`config.mk`:
```
export PLATFORM = sky130hd
export DESIGN_NAME = blda_cfg
export DESIGN_NICKNAME = d
export VERILOG_FILES = /design/src/design/blda_pkg.sv /design/src/design/blda_cfg.sv
export SDC_FILE = /design/constraint.sdc
export NUM_CORES = 1
export LEC_CHECK = 0
export ABC_AREA = 1
export ABC_CLOCK_PERIOD_IN_PS = 5100
export BUFFER_PORTS_ARGS = -buffer_cell sky130_fd_sc_hd__buf_2
export CAP_MARGIN = 20
export CORE_MARGIN = 2
export CORE_UTILIZATION = 35
export CTS_CLUSTER_SIZE = 24
export DETAILED_ROUTE_END_ITERATION = 6
export GPL_TIMING_DRIVEN = 0
export HOLD_SLACK_MARGIN = 0.02
export PLACE_DENSITY = 0.62
export SLEW_MARGIN = 5
export SYNTH_ARGS = -nofsm -noshare
export SYNTH_HDL_FRONTEND = slang
export SYNTH_SLANG_ARGS = --single-unit
```
`constraint.sdc`:
```
create_clock -name clk -period 5.1 [get_ports clk]
set_input_delay 0.765 -clock clk [delete_from_list [all_inputs] [get_ports clk]]
set_output_delay 0.765 -clock clk [all_outputs]
set_load 0.02 [all_outputs]
```
`src/design/blda_pkg.sv`:
```
// Shared types, widths and register indexes for the block-linear deswizzle
// address generator. No dependencies; used by every blda module and the top.
`timescale 1ns / 1ps

package blda_pkg;

  // Address and field widths
  localparam int ADDR_BITS_DEF = 44;
  localparam int ADDR_FIELD_W  = 44;
  localparam int FULL_W        = 48;
  localparam int CFG_INDEX_W   = 3;
  localparam int CFG_DATA_W    = 44;

  // Request queue between front and back
  localparam int Q_DEPTH = 4;
  localparam int Q_PTR_W = $clog2(Q_DEPTH);
  localparam int Q_CNT_W = $clog2(Q_DEPTH + 1);

  // Internal arithmetic widths
  localparam int XB_W    = 19;
  localparam int ZH_W    = 26;
  localparam int ZHY_W   = 27;
  localparam int WB_W    = 20;
  localparam int GPR_W   = 14;
  localparam int HAL_W   = 16;
  localparam int SLICE_W = 36;
  localparam int YQ_W    = 11;
  localparam int GOB_W   = 30;
  localparam int LIN_W   = ZHY_W + WB_W;
  localparam int SLAB_W  = 11 + SLICE_W;
  localparam int YG_W    = YQ_W + GPR_W;

  // GOB geometry
  localparam int GOB_ROW_LOG2    = 6;
  localparam int PITCH_ALIGN_LOG2 = 5;
  localparam int GOB_BYTES_LOG2  = 9;
  localparam int GOB_ROWS_LOG2   = 3;

  // Register indexes
  localparam logic [CFG_INDEX_W-1:0] REG_LAYOUT_MODE     = 3'd0;
  localparam logic [CFG_INDEX_W-1:0] REG_WIDTH_BLOCKS    = 3'd1;
  localparam logic [CFG_INDEX_W-1:0] REG_HEIGHT_BLOCKS   = 3'd2;
  localparam logic [CFG_INDEX_W-1:0] REG_SLICE_COUNT     = 3'd3;
  localparam logic [CFG_INDEX_W-1:0] REG_BYTES_PER_BLOCK = 3'd4;
  localparam logic [CFG_INDEX_W-1:0] REG_GOB_STACK_LOG2  = 3'd5;
  localparam logic [CFG_INDEX_W-1:0] REG_SOURCE_BYTES    = 3'd6;

  // Layout modes
  localparam logic LAYOUT_BLOCK = 1'b0;
  localparam logic LAYOUT_PITCH = 1'b1;

  typedef struct packed {
    logic [13:0] block_x;
    logic [13:0] block_y;
    logic [10:0] slice_z;
  } in_item_t;

  typedef struct packed {
    logic [ADDR_FIELD_W-1:0] src_address;
    logic [ADDR_FIELD_W-1:0] dst_address;
    logic [4:0]              copy_bytes;
  } out_item_t;

  typedef struct packed {
    logic        layout_mode;
    logic [14:0] width_blocks;
    logic [14:0] height_blocks;
    logic [11:0] slice_count;
    logic [4:0]  bytes_per_block;
    logic [2:0]  gob_stack_log2;
    logic [43:0] source_bytes;
  } cfg_t;

  typedef struct packed {
    logic [WB_W-1:0]    wb;
    logic [GPR_W-1:0]   gpr;
    logic [WB_W-1:0]    pitch;
    logic [SLICE_W-1:0] slice_size;
  } geom_t;

  typedef struct packed {
    logic            in_range;
    logic [XB_W-1:0] xb;
    logic [ZH_W-1:0] zh;
    logic [13:0]     block_y;
    logic [10:0]     slice_z;
  } q_item_t;

endpackage

```
`src/design/blda_cfg.sv`:
```
// Configuration registers and derived surface geometry (row size, pitch,
// slice size). Depends on blda_pkg.
`timescale 1ns / 1ps

module blda_cfg (
  input  logic                             clk,
  input  logic                             rst_n,
  input  logic                             cfg_we,
  input  logic [blda_pkg::CFG_INDEX_W-1:0] cfg_index,
  input  logic [blda_pkg::CFG_DATA_W-1:0]  cfg_wdata,
  output blda_pkg::cfg_t                   cfg,
  output blda_pkg::geom_t                  geom
);

  blda_pkg::cfg_t cfg_r;

  logic [blda_pkg::WB_W-1:0]    wb_r, wb_nxt;
  logic [blda_pkg::HAL_W-1:0]   h_al_r, h_al_nxt;
  logic [blda_pkg::WB_W-1:0]    row_bytes_r, row_bytes_nxt;
  logic [blda_pkg::WB_W-1:0]    pitch_r, pitch_nxt;
  logic [blda_pkg::GPR_W-1:0]   gpr_r, gpr_nxt;
  logic [blda_pkg::SLICE_W-1:0] slice_size_r, slice_size_nxt;

  logic [blda_pkg::HAL_W-1:0] amask;
  logic [blda_pkg::HAL_W-1:0] h_sum;
  logic [blda_pkg::WB_W:0]    row_sum;
  logic [blda_pkg::WB_W:0]    pitch_sum;

  always_ff @(posedge clk) begin
    if (!rst_n) begin
      cfg_r.layout_mode     <= blda_pkg::LAYOUT_BLOCK;
      cfg_r.width_blocks    <= 15'd1;
      cfg_r.height_blocks   <= 15'd1;
      cfg_r.slice_count     <= 12'd1;
      cfg_r.bytes_per_block <= 5'd4;
      cfg_r.gob_stack_log2  <= 3'd0;
      cfg_r.source_bytes    <= 44'd0;
    end else if (cfg_we) begin
      case (cfg_index)
        blda_pkg::REG_LAYOUT_MODE:     cfg_r.layout_mode     <= cfg_wdata[0];
        blda_pkg::REG_WIDTH_BLOCKS:    cfg_r.width_blocks    <= cfg_wdata[14:0];
        blda_pkg::REG_HEIGHT_BLOCKS:   cfg_r.height_blocks   <= cfg_wdata[14:0];
        blda_pkg::REG_SLICE_COUNT:     cfg_r.slice_count     <= cfg_wdata[11:0];
        blda_pkg::REG_BYTES_PER_BLOCK: cfg_r.bytes_per_block <= cfg_wdata[4:0];
        blda_pkg::REG_GOB_STACK_LOG2:  cfg_r.gob_stack_log2  <= cfg_wdata[2:0];
        blda_pkg::REG_SOURCE_BYTES:    cfg_r.source_bytes    <= cfg_wdata[43:0];
        default: begin
        end
      endcase
    end
  end

  always_comb begin
    wb_nxt   = blda_pkg::WB_W'(cfg_r.width_blocks) * blda_pkg::WB_W'(cfg_r.bytes_per_block);
    amask    = (blda_pkg::HAL_W'(8) << cfg_r.gob_stack_log2) - blda_pkg::HAL_W'(1);
    h_sum    = blda_pkg::HAL_W'(cfg_r.height_blocks) + amask;
    h_al_nxt = h_sum & ~amask;

    row_sum       = (blda_pkg::WB_W+1)'(wb_r) + (blda_pkg::WB_W+1)'(63);
    row_bytes_nxt = {row_sum[blda_pkg::WB_W-1:blda_pkg::GOB_ROW_LOG2],
                     blda_pkg::GOB_ROW_LOG2'(0)};
    gpr_nxt       = row_sum[blda_pkg::WB_W-1:blda_pkg::GOB_ROW_LOG2];
    pitch_sum     = (blda_pkg::WB_W+1)'(wb_r) + (blda_pkg::WB_W+1)'(31);
    pitch_nxt     = {pitch_sum[blda_pkg::WB_W-1:blda_pkg::PITCH_ALIGN_LOG2],
                     blda_pkg::PITCH_ALIGN_LOG2'(0)};

    slice_size_nxt = blda_pkg::SLICE_W'(row_bytes_r) * blda_pkg::SLICE_W'(h_al_r);
  end

  // Geometry follows the registers each cycle
  always_ff @(posedge clk) begin
    wb_r         <= wb_nxt;
    h_al_r       <= h_al_nxt;
    row_bytes_r  <= row_bytes_nxt;
    gpr_r        <= gpr_nxt;
    pitch_r      <= pitch_nxt;
    slice_size_r <= slice_size_nxt;
  end

  assign cfg = cfg_r;
  assign geom = '{wb: wb_r, gpr: gpr_r, pitch: pitch_r, slice_size: slice_size_r};

endmodule

```
=== After elaboration in Yosys (flattened, before gate mapping) ===
Cells that the tools add are included.

* Flip-flop bits (word level): 190
* Input bits: 50
* Output and inout port bits: 185
* Word-level logic and storage cells: 35

* Bitwise operators: 2
* Shifts and indexed selects: 1
* Reductions and logical operators: 8
* Add/subtract/negate cells: 4
* $mul: 2
* Eq/ne operators: 6

{| class="wikitable"
|+ Operators by type and width
! kind !! count
|-
| multiplier 14 x 16 -> 30 bit || 1
|-
| adder 20 x 5 -> 20 bit, second input constant || 1
|-
| adder 20 x 6 -> 20 bit, second input constant || 1
|-
| multiplier 15 x 5 -> 20 bit || 1
|-
| adder 15 x 16 -> 16 bit || 1
|-
| bitwise AND 16 bit || 1
|-
| inverter 16 bit || 1
|-
| << shifter 4 x 3 -> 16 bit, first input constant || 1
|-
| subtractor 16 x 2 -> 16 bit, second input constant || 1
|-
| AND reduction 2 bit || 7
|-
| == test 3 bit, second input constant || 3
|-
| == test 3 x 2 -> 1 bit, second input constant || 2
|-
| == test 3 x 1 -> 1 bit, second input constant || 1
|-
| logical NOT 3 bit || 1
|}

=== Depth between registers and ports, before layout ===
Gate-level depths: netlist (run 1).

* Depth in word-level cells: 4
* Gate-level depth with buffers: 26
* Gate-level depth less buffers: 25

=== Worst setup path before layout (run 1) ===
Ideal clock, no wire load.

* Kind: register to register
* From: register row_bytes_r[8] in the netlist's numbering
* To: register slice_size_r[27] in the netlist's numbering
* Library setup time: 0.120 ns
* Arrival time: 4.909 ns
* Clock period less this slack: 5.028 ns
* Slack: 0.072 ns
* Cell stages (with the launch flop): 20
* Buffers on the path: 1
* Data required time: 4.980 ns
* Path through: dfxtp_1 -> clkbuf_1 -> nand2_1 -> fa_1 -> fa_1 -> inv_1 -> fa_1 -> inv_1 -> fa_1 -> inv_1 -> fa_1 -> fa_1 -> ha_1 -> nand2_1 -> inv_1 -> a21oi_1 -> nand2_2 -> nand2_1 -> nand2_1 -> xor2_1

* Word-level cells in the longest chain between the ends: 1

{| class="wikitable"
|+ RTL lines
! element !! RTL line !! source
|-
| from (decl) || blda_cfg.sv:19 || <nowiki>logic [blda_pkg::WB_W-1:0] row_bytes_r, row_bytes_nxt;</nowiki>
|-
| from (signal assigned) || blda_cfg.sv:74 || <nowiki>row_bytes_r <= row_bytes_nxt;</nowiki>
|-
| multiplier 14 x 16 -> 30 bit || blda_cfg.sv:67 || <nowiki>slice_size_nxt = blda_pkg::SLICE_W'(row_bytes_r) * blda_pkg::SLICE_W'(h_al_r);</nowiki>
|-
| via slice_size_nxt, one bit || blda_cfg.sv:22 || <nowiki>logic [blda_pkg::SLICE_W-1:0] slice_size_r, slice_size_nxt;</nowiki>
|-
| to (signal assigned) || blda_cfg.sv:77 || <nowiki>slice_size_r <= slice_size_nxt;</nowiki>
|-
| to (decl) || blda_cfg.sv:22 ||
|}

The timed path passes the listed nets, and every way through them passes these cells.
A chain may end at the register's enable or synchronous reset.

=== Final worst setup path (run 1) ===
* From: register row_bytes_r[9] in the netlist's numbering
* To: register slice_size_r[30] in the netlist's numbering

Same word-level chain as after synthesis.

==> results.md, run 1 <==
- The run finished with clean final reports.
- For this configuration, the core starts out at a cell density of 0.352.
- The reg-to-reg setup timing slack is between 100 and 150 ps.
- Dividing total power by cell area gives a power density of between 200 and 250 nW/um2.
- The clock buffer count from CTS is 17.
- 0 antenna diodes ended up in the layout.
- The static leakage is between 0.01 and 0.015 uW.
- Of all nets on the critical path, the largest fanout is 6.
- The post-layout instance count excluding filler cells is 3088.
- Among all flip-flop cells after synthesis, the most frequent one is dfxtp_1.
- The clock period could shrink to slightly below 5000 ps.
- In this run the remaining antenna-violating nets after routing total 0.
- The endpoint of the worst register-to-register path is slice_size_r[30]$_DFF_P_.
- The worst supply voltage drop on vdd is approximately 200 uV.
- The first global-routing pass estimated 73700 um of wire.
- The initial antenna violation count is 0.
- The clock root buffer master is clkbuf_16.
- The area of the die is 47200 um2.
- The post-synthesis register bit count is 184.
- Of the total synthesized cell area, the portion taken by XOR and XNOR cells is 0.0226.
- The total power of the final layout is 4020 uW.
- The startpoint type of the worst setup path is a flip-flop.
- The proportion of netlist area held by the largest area contributor is 0.231.
- The path with the worst hold slack has its endpoint at cfg[60]$_SDFFE_PN0P_.
- The depth of the worst register-to-register path is 22.
- Counting along the longest clock path gives a buffer depth of 2.
- The half-perimeter wire length after detailed placement is around 37000 um.
- The basic-gate share of the synthesized area counting and, or, nand and nor cells is 0.249.
- The share of the Yosys chip area taken by registers is 0.231.
- The total net switching power is 1430 uW.
- The routed wirelength normalized by instance count is about 15 um.
- The worst register-to-register path begins at row_bytes_r[9]$_DFF_P_.
- The number of library cell types mapped by synthesis is 34.
- The clock drives ~180 sinks.
- Measured against the total synthesized area, the mux share comes to 0.
- The share of the synthesized area in compound gates (AO/OA/AOI/OAI) is 0.0523.
- The number of enable flip-flop cells after synthesis is 0.
- The cell area after synthesis is between 15000 and 20000 um2.
- The worst-margin pin slew is 520 ps.
- The later pin in the worst-skew pair is clocked with a latency of 470 ps.
- The average vias per placed instance is 4.62.
- The number of hold buffers added after CTS was 0.
- During placement, the flow inserted port buffers numbering ~220.
- The initial DRC count is 819.
- Max-cap violations in this run came to 0.
- In the routed design, unresolved DRC markers number 0.
- Data arrives at the worst endpoint at around 5300 ps.
- The share of the clock period used by the worst path after layout is 0.971.
- The async set-reset flop share out of synthesis is 0.
- In the global route stage, overall resource usage came out at 0.196.
- The final-report max-slew violation count is 0.
- The average footprint of a synthesized cell is approximately 7.2 um2.
- At the end of routability-driven placement, the weighted congestion stood at 0.881.
- The number of global-route vias before repair is around 15000.
- The adder-cell area share of the yosys netlist is 0.314.
- The number of setup violations in the final report is 0.
- The nature of the critical path endpoint is a flip-flop.
- The number of filler instances in the final layout is around 4600.
- The share of total power dissipated in combinational logic is 0.248.
- Row generation in the floorplan step produced 78 rows.
- The core region is roughly 45000 um2.
- The startpoint identified for the worst hold timing path is cfg[60]$_SDFFE_PN0P_.
- The library cells used most frequently in the layout, excluding fill and tap cells, are nand2_1, inv_1, nor2_1.
- Entering global routing, the biggest net connects 23 pins.
- The H-tree generated during clock tree synthesis spans 4 levels.
- In the final timing run, aggregate negative setup slack is 0 ps.
- Of the total power, registers draw 0.405.
- For this run, the post-layout net count is ~2800.
- The final number of hold-violating endpoints is 0.
- Data on the critical path is required at its endpoint by about 5400 ps.
- The clock arrives with 16.0 ps of skew.
- The number of stages on the worst hold path is 2.
- Headroom to the max-slew limit came out at 0.653.
- The most common cell after layout, fill and taps aside is nand2_1.
- TritonCTS built the clock tree.
- The proportion of power drawn by the clock network is 0.347.
- The vertical die dimension is 217 um.
- The peak clock frequency supported by timing is a little over 200 MHz.
- The routed design has between 40000 and 50000 um of wire.
- Ranked by total cell area, the synthesized netlist is headed by dfxtp_1, fa_1, nand2_1.
- The class of the tightest hold or removal check is reg2reg.
- The critical path in this run is classified as reg2reg.
- The main combinational cell family by area after synthesis is adder cells.
- Relative to the synthesized area, the layout overhead comes to 19.8%.
- The total placed cells including tap cells is between 3000 and 4000.
- Before antenna repair, the detailed router went through 5 iterations.
- Of the total power, the share spent switching nets is 0.357.
- The Yosys step of the flow raised 0 warnings.
- The post-CTS clock slew at the launch and capture registers of the worst setup and hold paths is approximately 90 ps.
- The count of pins on the block boundary is between 200 and 250.
- For this run the aggregate overflow at the end of global routing stands at 0.
- The cell-internal power is 2580 uW.
- Of the cells placed in the final design, the portion with a size suffix greater than 1 is 0.178.
- The via total after detailed routing is 14300.
- Summed over all instances, the cell type with the most area after synthesis is dfxtp_1.
- The die outline width is about 220 um.
- Synthesis produced a netlist whose cell count is between 2000 and 2500.
[logic make-up (layout without fill, tap and decap cells)]
group | after synthesis | after routing
buffers and inverters | 531 | 795
and+or+nand+nor | 986 | 986
AOI/OAI and AO/OA | 164 | 164
adders and majority gates | 299 | 299
DFF | 184 | 184
xor gates and xnor gates | 41 | 41
other | 1 | 19
[through the flow]
step	setup slack, ps	utilization	area [um2]	hold slack (ps)
floorplan	71.7	-	16000	454
detailed placement	-470	0.395	17800	455
CTS	-2.99	0.415	18700	468
global placement	-475	0.395	17800	451
global route	-65.0	0.422	19100	485
finish	149	0.422	19100	470
[power by group through the flow]
| stage | clock (uW) | combinational [uW] | sequential, uW |
|---|---|---|---|
| finish | 1390 | 995 | 1630 |
| global route | 1480 | 1100 | 1640 |
| global placement | 0 | 851 | 1660 |
| detailed placement | 0 | 857 | 1660 |
| floorplan | 0 | 467 | 1740 |
| CTS | 1430 | 933 | 1630 |
[Yosys cell counts, types with 6 or more instances]
library cell  instances
buf_4                18
nor2_2               12
o21ai_0              92
dfxtp_1             184
nand4_1              13
nand3_1              56
nor2_1              251
xnor2_1               7
xor2_1               34
clkbuf_1             44
buf_2                11
nor3_1               10
a21oi_1              66
inv_2                 7
nand2_2               6
inv_1               450
ha_1                131
nand2_1             617
nand3b_1              6
fa_1                168
[metal layers]
metal	wire [um]	up-vias	global-route usage
met5	0	-	0
met4	1140	0	0.0626
met3	2680	67	0.0370
met2	21500	381	0.337
met1	19800	6750	0.248
li1	-	7080	-
[flip-flops by register name, summed over array words and instances (netlist names)]
register and count:
cfg 95, row_bytes_r 14, pitch_r 15, slice_size_r 27, h_al_r 13, wb_r 20
[cell type report]
cell class	count	area, um2	area share
Multi-Input combinational cell	1509	10500	0.552
Sequential cell	184	3740	0.196
Inverter	457	1720	0.0899
Timing Repair Buffer	233	1200	0.0632
Tap cell	600	751	0.0394
Buffer	73	503	0.0264
Clock buffer	17	425	0.0223
Clock inverter	15	205	0.0108
[repair_timing]
action                     4_1_cts  5_1_grt
setup buffers                    2       12
resized for setup               92      105
pin swaps                        6       41
setup endpoints to repair       18       17
[worst max-delay path: stages, from the launching register on]
cell and delay, ps:
dfxtp_4 380, buf_8 140, nand2_1 50, inv_1 50
fa_1 490, inv_1 50, fa_1 530, inv_1 50
fa_1 500, inv_1 50, fa_1 470, inv_1 60
fa_2 560, fa_1 450, ha_4 340, nand2_4 80
nor2_4 130, buf_6 110, nand2_1 50, nand2_1 70
nand2_1 70, nand4_1 80, nand2_1 70
[worst max path at each step]
stage / from / to / cells after the start
final: row_bytes_r[9]$_DFF_P_ / slice_size_r[30]$_DFF_P_ / 22
after global routing: row_bytes_r[12]$_DFF_P_ / slice_size_r[28]$_DFF_P_ / 18
after CTS: h_al_r[12]$_DFF_P_ / slice_size_r[31]$_DFF_P_ / 22
after detailed placement: h_al_r[10]$_DFF_P_ / slice_size_r[34]$_DFF_P_ / 17
after global placement: row_bytes_r[8]$_DFF_P_ / slice_size_r[28]$_DFF_P_ / 19
after floorplan: row_bytes_r[8]$_DFF_P_ / slice_size_r[27]$_DFF_P_ / 19
No activity file was read; power rests on OpenSTA's default activity.
==> run 2: changes to the inputs <==
--- a/config.mk
+++ b/config.mk
@@ -16,6 +16,7 @@
 export GPL_TIMING_DRIVEN = 0
 export HOLD_SLACK_MARGIN = 0.02
 export PLACE_DENSITY = 0.62
+export REMOVE_ABC_BUFFERS = 1
 export SLEW_MARGIN = 5
 export SYNTH_ARGS = -nofsm -noshare
 export SYNTH_HDL_FRONTEND = slang
==> results.md, run 2 (synthesis results as in run 1) <==
- The run finished with clean final reports.
- The slowest stage of the critical path belongs to the cell fa_1.
- The beginning of the critical path is row_bytes_r[10]$_DFF_P_.
- STA puts the critical path data required time at 5490 ps.
- The tree is rooted in a clkbuf_16.
- After the first detailed-routing iteration, the DRC count stood at between 500 and 600.
- The routability-driven placement congestion ratio is slightly below 0.9.
- The maximum single-stage delay on the critical path is about 550 ps.
- The H-tree generated during clock tree synthesis spans 4 levels.
- The number of cell rows is 78.
- The die outline width is between 200 and 250 um.
- The layout has roughly 4700 filler cells.
- The share of the clock period used by the worst path after layout is 0.961.
- The total routed wirelength is 42100 um.
- The wire length of the first global-routing pass is between 70000 and 80000 um.
- The total of max-cap violations is 0.
- The final number of hold-violating endpoints is 0.
- For flop-to-flop paths, the worst setup slack is about 200 ps.
- The worst clock skew on the final layout is ~12 ps.
- The endpoint of the worst register-to-register path is slice_size_r[35]$_DFF_P_.
- The vertical die dimension is about 220 um.
- During I/O placement, the number of pins put on the boundary was roughly 240.
- The number of setup violations in the final report is 0.
- The area of the die is around 47000 um2.
- The most common cell after layout, fill and taps aside is nand2_1.
- The final-report max-slew violation count is 0.
- The TritonCTS clock tree is yes.
- The area of the core is ~45000 um2.
- Dividing the detail-routed via count by the number of cells gives around 4.6.
- In this run the remaining antenna-violating nets after routing total 0.
- The startpoint of the worst-slack reg-to-reg timing path is row_bytes_r[10]$_DFF_P_.
- The peak clock frequency supported by timing is approximately 200 MHz.
- The number of flip-flops in the largest register is 95.
- Counting buffers and inverters, the worst setup path is 20 cells deep.
- The sink count of the clock tree is 184.
- The worst setup path is of the reg2reg kind.
- Port buffering added 220 buffers.
- The worst path in the final design needs a cycle of between 4000 and 5000 ps, including I/O delays and setup.
- The nature of the critical path endpoint is a flip-flop.
- The net count of the finished layout is around 2800.
- The routed wirelength normalized by instance count is between 10 and 15 um.
- The static leakage is roughly 0.011 uW.
- The sequential cell area is 3760 um2.
- The kind of cell adding the most delay to the critical path is adder cells.
- Walking the worst path, the cells encountered are buf_4, buf_4, nand2_1, fa_2, fa_1, inv_1, fa_1, inv_1, fa_1, inv_1, fa_1, fa_1, ha_4, nand2_2, nor2_2, nand3_1, nand2_2, nand2_1, nand4_1, nand2_1.
- The initial antenna violation count was 0.
- The via total after detailed routing is 13900.
- In this run, CTS created clock tree buffers numbering 17.
- The clock reaches the later pin of the worst-skew pair after between 400 and 500 ps.
- Setup repair after global routing could not meet its margin everywhere.
- Entering global routing, the biggest net connects 85 pins.
- Counting along the longest clock path gives a buffer depth of 2.
- The critical-path maximum fanout is 6.
- The first detailed-routing pass took 7 iterations.
- In this run the tightest slew margin relative to its limit is 0.421.
- The finished cells cover ~19000 um2.
- The post-detailed-route DRC marker count is 0.
- The worst-case IR drop observed on VDD is 302 uV.
- The startpoint type of the worst setup path is a flip-flop.
- Counting both buffers and inverters, the worst setup path holds a total of 5.
- The worst-margin pin slew is 866 ps.
- The synthesis-to-finish area growth is 17.0%.
- Setup slack closes at 201 ps.
- The ratio of total power to cell area is about 220 nW/um2.
- The depth of the worst register-to-register path is 20.
- The global-route total usage across every layer is 0.187.
- The post-CTS clock slew at the launch and capture registers of the worst setup and hold paths is 90 ps.
- Counting stages on the worst path, the most repeated cell is fa_1.
- The final-layout setup total negative slack is 0 ps.
- In the layout the commonest cells are nand2_1, inv_1, nor2_1.
- The layout cell share with drive strength beyond 1 is 0.151.
- The capturing element of the worst setup path is slice_size_r[35]$_DFF_P_.
- Summing all multi-input logic gate instances after layout gives between 10000 and 15000 um2.
- The count of hold-fix buffers inserted at cts is 0.
- The min-delay analysis places its worst path in the category reg2reg.
- The endpoint arrival time on the critical path is between 5000 and 6000 ps.
- The number of global-route vias before repair was about 14000.
- The half-perimeter wire length after detailed placement is 33000 um.
- The starting utilization of the core area is 0.352.
- The post-detailed-placement cell area is roughly 17000 um2.
- The final global-route overflow total is 0.
- The setup slack after placement is -257 ps.
- The count of inserted antenna diode cells is 0.
==> run 2: cell types whose count changed in the layout (fill, tap and decap cells not counted), moves of 4 or more <==
cell / change
buf_4: -24
clkbuf_1: -18
nand2_1: +17
nand2_2: -15
buf_2: -10
dfxtp_2: -9
dfxtp_4: +9
clkbuf_4: -5
inv_1: +5
inv_2: -5
buf_6: -4
==> run 2: stage by stage <==
stage	util	total power, uW	std cells	hold slack, ps
floorplan	-	2180	2150	545
global placement	0.387	2470	2970	450
detailed placement	0.387	2480	2970	454
CTS	0.404	4030	3006	455
global route	0.412	4280	3024	473
finish	0.412	4060	3024	473
==> run 2: where the power goes <==
| group | internal [uW] | leakage [uW] | total (uW) | switching (uW) |
|---|---|---|---|---|
| combinational | 333 | 0.00919 | 896 | 563 |
| sequential | 1540 | 0.00152 | 1660 | 126 |
| clock | 705 | 0.000320 | 1500 | 792 |
==> run 2: worst reg2reg max path: stages, from the launching register on <==
cell and delay (ps):
dfxtp_4 400, buf_4 160, buf_4 150, nand2_1 70, fa_2 350, fa_1 500
inv_1 50, fa_1 490, inv_1 50, fa_1 470, inv_1 50, fa_1 550
fa_1 450, ha_4 340, nand2_2 100, nor2_2 130, nand3_1 110, nand2_2 130
nand2_1 90, nand4_1 90, nand2_1 60
==> run 2: routing by layer <==
| layer | wire, um | global-route usage |
|---|---|---|
| met1 | 18600 | 0.229 |
| met2 | 20200 | 0.319 |
| met3 | 2550 | 0.0457 |
| met4 | 800 | 0.0658 |
| met5 | 0 | 0 |
==> run 2: how the worst min path moves through the flow <==
stage	cells after the start	startpoint	to	slack, ps
4_1_cts	3	cfg_wdata[41]	cfg[41]$_SDFFE_PN0P_	450
6_report	2	cfg[58]$_SDFFE_PN0P_	cfg[58]$_SDFFE_PN0P_	470
3_3_place_gp	2	cfg[59]$_SDFFE_PN0P_	cfg[59]$_SDFFE_PN0P_	450
5_1_grt	3	cfg_wdata[35]	cfg[35]$_SDFFE_PN0P_	470
3_5_place_dp	2	cfg[57]$_SDFFE_PN0P_	cfg[57]$_SDFFE_PN0P_	450
2_1_floorplan	2	cfg[53]$_SDFFE_PN0P_	cfg[53]$_SDFFE_PN0P_	550
==> run 2: timing repair <==
action	in CTS	in global routing
pin swaps	1	14
endpoints found under the hold margin	0	0
endpoints found under the setup margin	17	17
resized for setup	36	58
buffers inserted	4	17
==> run 2: area by class of cell <==
class | count | area share
timing repair buffer | 242 | 0.0710
inverter | 457 | 0.0921
sequential | 184 | 0.202
clock buffer | 17 | 0.0228
clock inverter | 15 | 0.0128
multi-input combinational | 1509 | 0.559
tap | 600 | 0.0403
